## config.mk

```make
export PLATFORM = sky130hd
export DESIGN_NAME = multicast_cohort_handshake
export DESIGN_NICKNAME = d
export VERILOG_FILES = /design/src/hdl/mch_pkg.sv /design/src/hdl/mch_front.sv /design/src/hdl/mch_queue.sv /design/src/hdl/mch_back.sv /design/src/hdl/multicast_cohort_handshake.sv
export VERILOG_INCLUDE_DIRS = /design/src /design/src/hdl
export SDC_FILE = /design/constraint.sdc
export NUM_CORES = 2
export LEC_CHECK = 0
export BUFFER_PORTS_ARGS = -buffer_cell sky130_fd_sc_hd__buf_2
export CORE_AREA = 2 2 380 382
export CTS_BUF_LIST = sky130_fd_sc_hd__clkbuf_4 sky130_fd_sc_hd__clkbuf_8
export DETAILED_ROUTE_END_ITERATION = 16
export DIE_AREA = 0 0 382 384
export SYNTH_ARGS = -nofsm -noshare
export SYNTH_HDL_FRONTEND = slang
export SYNTH_SLANG_ARGS = --single-unit
```

## constraint.sdc

```tcl
create_clock -name clock -period 22.7 [get_ports clock]
set_input_delay 2.27 -clock clock [delete_from_list [all_inputs] [get_ports clock]]
set_output_delay 2.27 -clock clock [all_outputs]
set_load 0.02 [all_outputs]
```

## src/hdl/multicast_cohort_handshake_macros.svh

```systemverilog
// Assertion macros shared by the cohort handshake modules.
`ifndef MULTICAST_COHORT_HANDSHAKE_MACROS_SVH
`define MULTICAST_COHORT_HANDSHAKE_MACROS_SVH
`ifndef SYNTHESIS
`define MCH_ASSERT_ALWAYS(lbl, clk, rst, cond) \
   lbl: assert property (@(posedge clk) disable iff (rst) (cond)) \
      else $error("assertion failed");
`define MCH_ASSERT_IMPLIES(lbl, clk, rst, ante, cons) \
   lbl: assert property (@(posedge clk) disable iff (rst) (ante) |-> (cons)) \
      else $error("assertion failed");
`else
`define MCH_ASSERT_ALWAYS(lbl, clk, rst, cond)
`define MCH_ASSERT_IMPLIES(lbl, clk, rst, ante, cons)
`endif
`endif

```

## src/hdl/mch_pkg.sv

```systemverilog
// Types, constants and checksum helper for the cohort handshake block.
package mch_pkg;

   localparam int MAX_PEERS_DEF = 16;
   localparam int QDEPTH        = 2;

   // Input operation codes. Code three is undefined and ignored.
   localparam logic [1:0] OP_START = 2'd0;
   localparam logic [1:0] OP_TICK  = 2'd1;
   localparam logic [1:0] OP_HDR   = 2'd2;
   localparam logic [1:0] OP_UNDEF = 2'd3;

   // Result event codes.
   localparam logic [1:0] EV_NONE  = 2'd0;
   localparam logic [1:0] EV_SYN   = 2'd1;
   localparam logic [1:0] EV_START = 2'd2;
   localparam logic [1:0] EV_FAIL  = 2'd3;

   // Header flag bits.
   localparam logic [15:0] FLAG_SYN   = 16'h0001;
   localparam logic [15:0] FLAG_ACK   = 16'h0002;
   localparam logic [15:0] FLAG_START = 16'h0004;
   localparam logic [15:0] TX_WINDOW  = 16'h0001;

   // Configuration register indexes.
   localparam logic [1:0] CSR_EXPECTED = 2'd0;
   localparam logic [1:0] CSR_RTO      = 2'd1;
   localparam logic [1:0] CSR_RETRIES  = 2'd2;
   localparam logic [1:0] CSR_SPORT    = 2'd3;

   typedef enum logic [1:0] {
      CLS_START,
      CLS_TICK,
      CLS_HDR,
      CLS_IGNORE
   } cls_type;

   typedef enum logic [1:0] {
      PH_IDLE,
      PH_WAIT,
      PH_DONE,
      PH_FAIL
   } phase_type;

   typedef struct packed {
      logic [4:0]  expected_peers;
      logic [15:0] rto_ticks;
      logic [7:0]  max_retries;
      logic [15:0] tx_port;
   } cfg_type;

   typedef struct packed {
      cls_type     cls;
      logic [31:0] time_ms;
      logic [47:0] key;
      logic [31:0] tsecr;
      logic        hdr_good;
      logic [15:0] csum_syn;
      logic [15:0] csum_start;
   } entry_type;

   typedef struct packed {
      logic [1:0]  event_res;
      logic [15:0] pkt_flags;
      logic [31:0] pkt_tsval;
      logic [15:0] pkt_src_port;
      logic [15:0] pkt_checksum;
      logic [4:0]  peers_found;
      logic        done_res;
   } rsp_type;

   // End-around carry fold of a sum of up to sixteen 16-bit words, then
   // complement. Two folds always settle such a sum into 16 bits.
   function automatic logic [15:0] csum_fold(input logic [19:0] s);
      logic [16:0] a;
      logic [15:0] b;
      a = {1'b0, s[15:0]} + {13'b0, s[19:16]};
      b = a[15:0] + {15'b0, a[16]};
      return ~b;
   endfunction

endpackage

```

## src/hdl/mch_front.sv

```systemverilog
// Front part: classifies an incoming word and works out its checksums.
module mch_front (
   input  logic [1:0]         op,
   input  logic [239:0]       data,
   input  logic [15:0]        tx_port,
   output mch_pkg::entry_type entry
);

   logic [31:0] time_ms, peer_ip, seq, tsval, tsecr;
   logic [15:0] peer_port, sport, flags, wnd, csum;
   logic [19:0] rx_sum;
   logic [19:0] tx_base;
   logic        flags_ok;

   assign time_ms   = data[31:0];
   assign peer_ip   = data[63:32];
   assign peer_port = data[79:64];
   assign seq       = data[111:80];
   assign sport     = data[127:112];
   assign flags     = data[143:128];
   assign wnd       = data[159:144];
   assign csum      = data[175:160];
   assign tsval     = data[207:176];
   assign tsecr     = data[239:208];

   assign rx_sum = 20'(seq[31:16]) + 20'(seq[15:0]) + 20'(sport) + 20'(flags)
                 + 20'(wnd) + 20'(tsval[31:16]) + 20'(tsval[15:0])
                 + 20'(tsecr[31:16]) + 20'(tsecr[15:0]);

   // Sent header: sequence and echo are zero, window is one.
   assign tx_base = 20'(tx_port) + 20'(mch_pkg::TX_WINDOW)
                  + 20'(time_ms[31:16]) + 20'(time_ms[15:0]);

   assign flags_ok = (flags & (mch_pkg::FLAG_SYN | mch_pkg::FLAG_ACK))
                     == (mch_pkg::FLAG_SYN | mch_pkg::FLAG_ACK);

   always_comb begin
      unique case (op)
         mch_pkg::OP_START: entry.cls = mch_pkg::CLS_START;
         mch_pkg::OP_TICK:  entry.cls = mch_pkg::CLS_TICK;
         mch_pkg::OP_HDR:   entry.cls = mch_pkg::CLS_HDR;
         mch_pkg::OP_UNDEF: entry.cls = mch_pkg::CLS_IGNORE;
      endcase
      entry.time_ms    = time_ms;
      entry.key        = {peer_ip, peer_port};
      entry.tsecr      = tsecr;
      entry.hdr_good   = (mch_pkg::csum_fold(rx_sum) == csum) && flags_ok;
      entry.csum_syn   = mch_pkg::csum_fold(tx_base + 20'(mch_pkg::FLAG_SYN));
      entry.csum_start = mch_pkg::csum_fold(tx_base + 20'(mch_pkg::FLAG_START));
   end

endmodule

```

## src/hdl/mch_queue.sv

```systemverilog
// Short queue between the front and back parts.
`include "multicast_cohort_handshake_macros.svh"
module mch_queue (
   input  logic               clock,
   input  logic               reset,
   input  logic               push,
   input  mch_pkg::entry_type push_entry,
   output logic               not_full,
   input  logic               pop,
   output logic               head_valid,
   output mch_pkg::entry_type head_entry
);

   localparam int PW = $clog2(mch_pkg::QDEPTH);
   localparam int CW = $clog2(mch_pkg::QDEPTH + 1);

   mch_pkg::entry_type slot_ff [mch_pkg::QDEPTH];
   logic [PW-1:0] wr_ptr_ff, wr_ptr_in, rd_ptr_ff, rd_ptr_in;
   logic [CW-1:0] count_ff, count_in;

   assign not_full   = count_ff != CW'(mch_pkg::QDEPTH);
   assign head_valid = count_ff != '0;
   assign head_entry = slot_ff[rd_ptr_ff];

   always_comb begin
      wr_ptr_in = wr_ptr_ff;
      rd_ptr_in = rd_ptr_ff;
      count_in  = count_ff;
      if (push) begin
         wr_ptr_in = (wr_ptr_ff == PW'(mch_pkg::QDEPTH - 1)) ? '0 : wr_ptr_ff + 1'b1;
      end
      if (pop) begin
         rd_ptr_in = (rd_ptr_ff == PW'(mch_pkg::QDEPTH - 1)) ? '0 : rd_ptr_ff + 1'b1;
      end
      if (push && !pop) begin
         count_in = count_ff + 1'b1;
      end else if (pop && !push) begin
         count_in = count_ff - 1'b1;
      end
   end

   always_ff @(posedge clock) begin
      if (reset) begin
         wr_ptr_ff <= '0;
         rd_ptr_ff <= '0;
         count_ff  <= '0;
      end else begin
         wr_ptr_ff <= wr_ptr_in;
         rd_ptr_ff <= rd_ptr_in;
         count_ff  <= count_in;
      end
   end

   always_ff @(posedge clock) begin
      if (push) begin
         slot_ff[wr_ptr_ff] <= push_entry;
      end
   end

   `MCH_ASSERT_ALWAYS(a_count_bound, clock, reset, count_ff <= CW'(mch_pkg::QDEPTH))
   `MCH_ASSERT_IMPLIES(a_no_pop_empty, clock, reset, pop, count_ff != '0)
   `MCH_ASSERT_IMPLIES(a_no_push_full, clock, reset, push, count_ff != CW'(mch_pkg::QDEPTH))

endmodule

```

## src/hdl/mch_back.sv

```systemverilog
// Back part: handshake state, peer table and the result register.
`include "multicast_cohort_handshake_macros.svh"
module mch_back #(
   parameter int MAX_PEERS = mch_pkg::MAX_PEERS_DEF
) (
   input  logic               clock,
   input  logic               reset,
   input  mch_pkg::cfg_type   cfg,
   input  logic               head_valid,
   input  mch_pkg::entry_type head_entry,
   output logic               pop,
   output logic               rsp_valid,
   input  logic               rsp_ready,
   output mch_pkg::rsp_type   rsp
);

   localparam int CW = $clog2(MAX_PEERS + 1);
   localparam int IW = (MAX_PEERS > 1) ? $clog2(MAX_PEERS) : 1;
   localparam int EW = (CW > 5) ? CW : 5;

   mch_pkg::phase_type phase_ff, phase_in;
   logic [31:0]        stamp_ff, stamp_in;
   logic [7:0]         attempt_ff, attempt_in;
   logic [15:0]        timer_ff, timer_in;
   logic [CW-1:0]      count_ff, count_in;
   logic [47:0]        table_ff [MAX_PEERS];
   logic               tbl_we;
   logic               rsp_valid_ff, rsp_valid_in;
   mch_pkg::rsp_type   rsp_ff, rsp_in;
   logic [MAX_PEERS-1:0] hit;
   logic               known;
   logic               accepted;

   assign pop       = head_valid && (!rsp_valid_ff || rsp_ready);
   assign rsp_valid = rsp_valid_ff;
   assign rsp       = rsp_ff;

   // Each table entry is compared in parallel; only filled entries count.
   always_comb begin
      for (int i = 0; i < MAX_PEERS; i++) begin
         hit[i] = (CW'(i) < count_ff) && (table_ff[i] == head_entry.key);
      end
      known = |hit;
   end

   assign accepted = (head_entry.hdr_good && head_entry.tsecr == stamp_ff);

   always_comb begin
      phase_in     = phase_ff;
      stamp_in     = stamp_ff;
      attempt_in   = attempt_ff;
      timer_in     = timer_ff;
      count_in     = count_ff;
      tbl_we       = 1'b0;
      rsp_valid_in = rsp_valid_ff && !rsp_ready;
      rsp_in       = rsp_ff;
      if (pop) begin
         rsp_valid_in        = 1'b1;
         rsp_in.event_res    = mch_pkg::EV_NONE;
         rsp_in.pkt_flags    = '0;
         rsp_in.pkt_tsval    = '0;
         rsp_in.pkt_src_port = '0;
         rsp_in.pkt_checksum = '0;
         unique case (head_entry.cls)
            mch_pkg::CLS_START: begin
               count_in            = '0;
               attempt_in          = '0;
               phase_in            = mch_pkg::PH_WAIT;
               stamp_in            = head_entry.time_ms;
               timer_in            = cfg.rto_ticks;
               rsp_in.event_res    = mch_pkg::EV_SYN;
               rsp_in.pkt_flags    = mch_pkg::FLAG_SYN;
               rsp_in.pkt_tsval    = head_entry.time_ms;
               rsp_in.pkt_src_port = cfg.tx_port;
               rsp_in.pkt_checksum = head_entry.csum_syn;
            end
            mch_pkg::CLS_TICK: begin
               if (phase_ff == mch_pkg::PH_WAIT) begin
                  if (timer_ff > 16'd1) begin
                     timer_in = timer_ff - 16'd1;
                  end else if (attempt_ff < cfg.max_retries) begin
                     attempt_in          = attempt_ff + 8'd1;
                     stamp_in            = head_entry.time_ms;
                     timer_in            = cfg.rto_ticks;
                     rsp_in.event_res    = mch_pkg::EV_SYN;
                     rsp_in.pkt_flags    = mch_pkg::FLAG_SYN;
                     rsp_in.pkt_tsval    = head_entry.time_ms;
                     rsp_in.pkt_src_port = cfg.tx_port;
                     rsp_in.pkt_checksum = head_entry.csum_syn;
                  end else begin
                     timer_in         = '0;
                     phase_in         = mch_pkg::PH_FAIL;
                     rsp_in.event_res = mch_pkg::EV_FAIL;
                  end
               end
            end
            mch_pkg::CLS_HDR: begin
               if (phase_ff == mch_pkg::PH_WAIT && accepted) begin
                  if (!known && count_ff < CW'(MAX_PEERS)) begin
                     tbl_we   = 1'b1;
                     count_in = count_ff + 1'b1;
                  end
                  if (EW'(count_in) >= EW'(cfg.expected_peers)) begin
                     phase_in            = mch_pkg::PH_DONE;
                     rsp_in.event_res    = mch_pkg::EV_START;
                     rsp_in.pkt_flags    = mch_pkg::FLAG_START;
                     rsp_in.pkt_tsval    = head_entry.time_ms;
                     rsp_in.pkt_src_port = cfg.tx_port;
                     rsp_in.pkt_checksum = head_entry.csum_start;
                  end
               end
            end
            default: begin
            end
         endcase
         rsp_in.peers_found = 5'(count_in);
         rsp_in.done_res    = (phase_in == mch_pkg::PH_DONE);
      end
   end

   always_ff @(posedge clock) begin
      if (reset) begin
         phase_ff     <= mch_pkg::PH_IDLE;
         stamp_ff     <= '0;
         attempt_ff   <= '0;
         timer_ff     <= '0;
         count_ff     <= '0;
         rsp_valid_ff <= 1'b0;
      end else begin
         phase_ff     <= phase_in;
         stamp_ff     <= stamp_in;
         attempt_ff   <= attempt_in;
         timer_ff     <= timer_in;
         count_ff     <= count_in;
         rsp_valid_ff <= rsp_valid_in;
      end
   end

   always_ff @(posedge clock) begin
      rsp_ff <= rsp_in;
      if (tbl_we) begin
         table_ff[count_ff[IW-1:0]] <= head_entry.key;
      end
   end

   `MCH_ASSERT_ALWAYS(a_count_bound, clock, reset, count_ff <= CW'(MAX_PEERS))
   `MCH_ASSERT_IMPLIES(a_pop_has_head, clock, reset, pop, head_valid)
   `MCH_ASSERT_IMPLIES(a_quiet_no_pkt, clock, reset, rsp_valid_ff && (rsp_ff.event_res == mch_pkg::EV_NONE || rsp_ff.event_res == mch_pkg::EV_FAIL), rsp_ff.pkt_flags == '0 && rsp_ff.pkt_checksum == '0)

endmodule

```

## src/hdl/multicast_cohort_handshake.sv

```systemverilog
// A word accepted on req_ is written into the queue; once popped, which waits
// while rsp_ is stalled, it is registered into the result register on rsp_.
// Throughput: one word per cycle, ticks and headers back to back, while rsp_
// is not stalled; set by the back part's single state update, one queue entry a cycle.
// Reset (reset, synchronous, active high) clears the phase, timers, counters,
// queue and valid flags and loads the register defaults; the peer table is not
// cleared, as only entries below the peer count are ever compared.
module multicast_cohort_handshake #(
   parameter int MAX_PEERS = mch_pkg::MAX_PEERS_DEF
) (
   input  logic         clock,
   input  logic         reset,
   // Request channel.
   input  logic         req_tvalid,
   output logic         req_tready,
   // From bit 0: time_ms, peer_ip, peer_port, hdr_seq, hdr_src_port,
   // hdr_flags, hdr_window, hdr_checksum, hdr_tsval, hdr_tsecr.
   input  logic [239:0] req_tdata,
   // op.
   input  logic [1:0]   req_tuser,
   // Response channel.
   output logic         rsp_tvalid,
   input  logic         rsp_tready,
   // From bit 0: pkt_flags, pkt_tsval, pkt_src_port, pkt_checksum,
   // peers_found, done_res, two zero bits.
   output logic [87:0]  rsp_tdata,
   // event_res.
   output logic [1:0]   rsp_tuser,
   // Register write channel.
   input  logic         csr_valid,
   output logic         csr_ready,
   input  logic [1:0]   csr_index,
   input  logic [15:0]  csr_wdata
);

   mch_pkg::cfg_type   cfg_ff, cfg_in;
   mch_pkg::entry_type front_entry, head_entry;
   mch_pkg::rsp_type   rsp;
   logic               q_not_full, head_valid, pop, push;

   // Register writes are always taken at once. They are meant to be issued only
   // while no word is in flight, as words already queued carry checksums built
   // from the old source port.
   assign csr_ready = 1'b1;

   always_comb begin
      cfg_in = cfg_ff;
      if (csr_valid) begin
         unique case (csr_index)
            mch_pkg::CSR_EXPECTED: cfg_in.expected_peers = csr_wdata[4:0];
            mch_pkg::CSR_RTO:      cfg_in.rto_ticks      = csr_wdata;
            mch_pkg::CSR_RETRIES:  cfg_in.max_retries    = csr_wdata[7:0];
            mch_pkg::CSR_SPORT:    cfg_in.tx_port        = csr_wdata;
            default: begin
            end
         endcase
      end
   end

   always_ff @(posedge clock) begin
      if (reset) begin
         cfg_ff.expected_peers <= 5'd1;
         cfg_ff.rto_ticks      <= 16'd250;
         cfg_ff.max_retries    <= 8'd20;
         cfg_ff.tx_port        <= 16'd45000;
      end else begin
         cfg_ff <= cfg_in;
      end
   end

   // The front part classifies each word and precomputes every checksum it
   // may need, so the back part only has state to update.
   mch_front u_front (
      .op      (req_tuser),
      .data    (req_tdata),
      .tx_port (cfg_ff.tx_port),
      .entry   (front_entry)
   );

   assign req_tready = q_not_full;
   assign push       = req_tvalid && q_not_full;

   mch_queue u_queue (
      .clock      (clock),
      .reset      (reset),
      .push       (push),
      .push_entry (front_entry),
      .not_full   (q_not_full),
      .pop        (pop),
      .head_valid (head_valid),
      .head_entry (head_entry)
   );

   mch_back #(
      .MAX_PEERS (MAX_PEERS)
   ) u_back (
      .clock      (clock),
      .reset      (reset),
      .cfg        (cfg_ff),
      .head_valid (head_valid),
      .head_entry (head_entry),
      .pop        (pop),
      .rsp_valid  (rsp_tvalid),
      .rsp_ready  (rsp_tready),
      .rsp        (rsp)
   );

   assign rsp_tuser = rsp.event_res;
   assign rsp_tdata = {2'b00, rsp.done_res, rsp.peers_found, rsp.pkt_checksum,
                       rsp.pkt_src_port, rsp.pkt_tsval, rsp.pkt_flags};

endmodule
```

[Word-level counts from Yosys, hierarchy flattened]
Memories as Yosys holds them, arrays and structs flattened. A register that Yosys moved wholly into a read port is not among the register bits.
Cells that the tools add are included.
Word-level totals
  memories kept: 2
  flip-flop bits (word level): 201
  bits in read-only memories: 0
  RAM bits: 1062
  latch bits: 0
  output and inout port bits: 93
Memory list
  u_back.table_ff: words 16, bits a word 48, rd ports 16, clocked after Yosys merged registers in 0, wr ports 1, RTL line mch_back.sv:26  | logic [47:0] table_ff [MAX_PEERS];
  u_queue.slot_ff: words 2, bits a word 147, rd ports 1, clocked after Yosys merged registers in 1, wr ports 1, RTL line mch_queue.sv:17  | mch_pkg::entry_type slot_ff [mch_pkg::QDEPTH];
Operators by class
  reductions and logical operators: 44
  shift-type cells: 0
  $lt $le $gt $ge: 20
  div/mod/pow operators: 0
  $mul: 0
  equal/unequal tests: 33
  bitwise gates (word level): 3
  $add $sub $neg: 26
  mux-type cells: 48
Operators with widths (number)
  == test 48 bit: 16
  two-way mux 82 bit: 4
  case mux 82 bit (3 select lines): 1
  adder 20 x 16 -> 20 bit: 9
  two-way mux 32 bit: 3
  two-way mux 65 bit: 1
  case mux 32 bit (2 select lines): 1
  adder 16 x 4 -> 17 bit: 3
  adder 16 x 1 -> 16 bit: 3
  two-way mux 16 bit: 3
  NOT 16 bit: 3
  < comparator 4 x 5 -> 1 bit (first input constant): 8
  == test 32 bit: 1
  case mux 16 bit (2 select lines): 1
  logical AND 1 bit: 25
  two-way mux 5 bit: 5
  two-way mux 8 bit: 3
  adder 20 x 1 -> 20 bit (second input constant): 1
  adder 20 x 3 -> 20 bit (second input constant): 1
  < comparator 3 x 5 -> 1 bit (first input constant): 4
  two-way mux 2 bit: 9
  adder 16 x 1 -> 17 bit (second input constant): 1
  adder 16 x 16 -> 17 bit: 1
  == test 16 bit: 1
  29 further kinds: 66

[Depth between registers and ports, before layout]
An unclocked memory read counts as a cell.
  word-level depth: 16
  mapped depth: 49

[Cells and area by module]
Synthesis repeated with hierarchy kept, for this count alone.
Second synthesis, totals
  cells, all modules: 4408
  area, all modules: 60858.4 um^2
Modules (own cells, without submodules)
  mch_back: times used 1, area an instance 39150.0 um^2, cells an instance 2649
  mch_queue: times used 1, area an instance 10865.4 um^2, cells an instance 479
  mch_front: times used 1, area an instance 8957.3 um^2, cells an instance 1090
  multicast_cohort_handshake: times used 1, area an instance 1885.6 um^2, cells an instance 190

[Worst setup path after synthesis]
No wires, ideal clock.
  kind: input to register
  from: input port req_tdata[81]
  to: memory u_queue.slot_ff[0][32] (netlist bit) (data pin)
  arrival: 11651 ps
  library setup time: 197 ps
  path slack: 10852 ps
  stages: 45
  cell sequence: ha_1 > a21o_1 > a21oi_1 > o21ai_0 > a21oi_1 > nand2b_1 > a21boi_0 > o31a_1 > o41ai_1 > xnor2_1 > fa_1 > inv_1 > fa_1 > fa_1 > fa_1 > inv_1 > ha_1 > a21o_1 > [9 not listed] > fa_1 > nor2b_1 > o311ai_1 > nor3_1 > and3_1 > clkbuf_1 > and2_1 > nand2_1 > nor4_1 > ha_1 > and3_1 > nand3_1 > nor4_2 > nand4_1 > nor3_1 > a21oi_1 > a211o_1 > a221oi_1
RTL lines
  start, declared: RTL line multicast_cohort_handshake.sv:18  | input logic [239:0] req_tdata,
  end, declared: RTL line mch_queue.sv:17

==> qor.txt <==
CP peak stage delay - 0.56 ns
dpl ws - 9.51 ns
WL final - 186 mm
commonest non-fill, non-tap cells in the layout - edfxtp_1 (1136), xor2_1 (633), buf_2 (339), xnor2_1 (314), inv_1 (305)
Hold Path Class - register to register
Worst Skew - 0.0548 ns
most common cell after layout, fill and taps aside - edfxtp_1
VDD IR max - 162 uV
fraction of registers with async set/reset - 0
f_max - 81.4 MHz
sequential fraction of the synthesis area - 0.613
IO Pins - 358
CTS tree - yes
Area Overhead vs Synth - 14.2%
DPL Wire Length - 122 mm
Final Instance Count excl. Fillers - 6896
layout cells sized above 1 - 0.175
PortBufs - 340
vias per inst - 5.43
final hold viol count - 0
largest net degree at the start of global routing - 134
Crit Path Category - primary input to register
max_cap viols - 0
grt ovf - 0
layout net count - 5294
full die area - 147000 sq um
Crit-path slowest cell - o41ai_1
Post-synth EDFFs - 1136
average size of a mapped cell - 13.8 sq um
Post-Route Utilization - 0.475
Slew HR - 0.143
leak pwr - 24.3 nW
Final WS setup - 10.41 ns
RSZ-0062 raised after global routing - no
vias post-DR - 37500
Final setup violation count - 0
Placed Instances - 6526
yosys warns - 0
vias in the first global route - 37000
clock buffer depth - 3
H-tree levels - 4
chip width - 382 um
clock transition at the registers of the reported paths - 0.06 ns
power per cell area - 135 nW/um^2
CTS root buf - clkbuf_8
initial antenna violation count - 38
row cnt - 139
final critical-path share of the clock period - 0.541
fin. max-slew vios - 0
Critical Path RT - 23.41 ns
post-synth cell types - 88
total track usage - 0.251
First-pass DRT Iterations - 7
Clk Latency, worst-skew pair - 0.92 ns
Total Neg Setup Slack - 0 ns
Die H - 384 um
Num CTS Buffers - 196
Synth Cell Area - 59400 sq um
Final min period - 12.29 ns
global-route wire length before repair - 262 mm
post_cts resized - 0
CP Data Arrival Time - 13.00 ns
RD Place Congestion - 0.925
hold-fix buffers at CTS - 0
Yosys reg bits - 1250
most frequent CP cell - fa_1
CP Max Fanout - 6
DRC viols - 0
setup bufs post-CTS - 0
CTS Sinks - 1250
Mapped Cells - 4320
top_reg_cell synth - edfxtp_1
core area - 143000 sq um
CP Capture Type - register
Initial Util - 0.416
wire per inst - 27.0 um
Tot Pwr - 9.17 mW
Routed Antenna Nets - 0
critical path launch point type - primary input
Worst-Margin Slew - 1.28 ns
Initial DRC Count - 3793
status - finished clean
Yosys cell counts, types with 80 or more instances:
master | count | share of area
a21oi_1 | 80 | 0.0067
dfxtp_1 | 114 | 0.038
edfxtp_1 | 1136 | 0.57
fa_1 | 116 | 0.039
ha_1 | 92 | 0.019
inv_1 | 305 | 0.019
mux2i_1 | 93 | 0.016
nand2_1 | 168 | 0.011
nand4_1 | 177 | 0.019
nor2_1 | 199 | 0.013
nor4_1 | 90 | 0.0095
xnor2_1 | 314 | 0.046
xor2_1 | 633 | 0.093
logic make-up after synthesis:
kind of cell	share of synthesized area
compound gates	0.0438
xor+xnor	0.141
fa+ha+maj	0.0585
buf+inv	0.0324
flops	0.613
mux	0.0314
other cells	0.000126
simple gates	0.0805
final cells by class:
| class | instances | area, sq um |
|---|---|---|
| inverters | 307 | 1150 |
| clock buffers | 290 | 3450 |
| clock inverters | 71 | 428 |
| repair buffers | 434 | 2420 |
| well taps | 1903 | 2380 |
| multi-input cells | 2632 | 21600 |
| fillers | 12600 | 74900 |
| diodes | 9 | 22.5 |
| flip-flops and latches | 1250 | 36400 |
state kept, by name, indices dropped and copies added, names as in the netlist, named ones only:
signal and count:
u_queue.slot_ff 294, u_back.rsp_valid 1, u_queue.rd_ptr_ff 1, u_back.phase_ff 2
u_back.table_ff 768, u_back.attempt_ff 8, u_back.count_ff 5, u_queue.count_ff 2
u_queue.wr_ptr_ff 1, u_back.stamp_ff 32, cfg_ff 45, u_back.timer_ff 16
u_back.rsp 74
routing by layer:
layer  track usage  up-vias  part of all wire
li1              -    16500                 -
met1         0.337    18800              0.41
met2         0.405     1754              0.47
met4        0.0904       32             0.036
met3        0.0503      342             0.086
met5             0        -            0.0012
final timing paths:
| check | from | endpoint | slack, ns | cells after the start |
|---|---|---|---|---|
| max | req_tdata[81] | u_queue.slot_ff[1][32]$_DFFE_PP_ | 10.41 | 45 |
| max reg2reg | cfg_ff[0]$_SDFFE_PP0P_ | u_queue.slot_ff[1][30]$_DFFE_PP_ | 12.13 | 37 |
| min | cfg_ff[19]$_SDFFE_PP0P_ | cfg_ff[19]$_SDFFE_PP0P_ | 0.46 | 2 |
| min reg2reg | cfg_ff[19]$_SDFFE_PP0P_ | cfg_ff[19]$_SDFFE_PP0P_ | 0.46 | 2 |
critical path, delay by kind of cell:
kind                       cells  cell delay [ns]
xor gates and xnor gates       2             0.37
buffers and inverters          4             0.29
and+or+nand+nor               14             2.89
adders and majority gates      8             3.42
AOI/OAI and AO/OA             17             3.76
stage by stage:
step	cell area (sq um)	hold slack [ns]
final	67900	0.457
after global routing	67800	0.478
after CTS	67800	0.456
after detailed placement	64000	0.448
after global placement	64000	0.446
after floorplan	59500	0.436
power by group:
part           switching (mW)  internal (mW)  leakage (nW)
Combinational            2.81           1.44          11.0
Sequential              0.115           2.92          11.3
Clock                   0.899          0.991          2.07
Note: power is estimated with default switching activity, not from simulation.
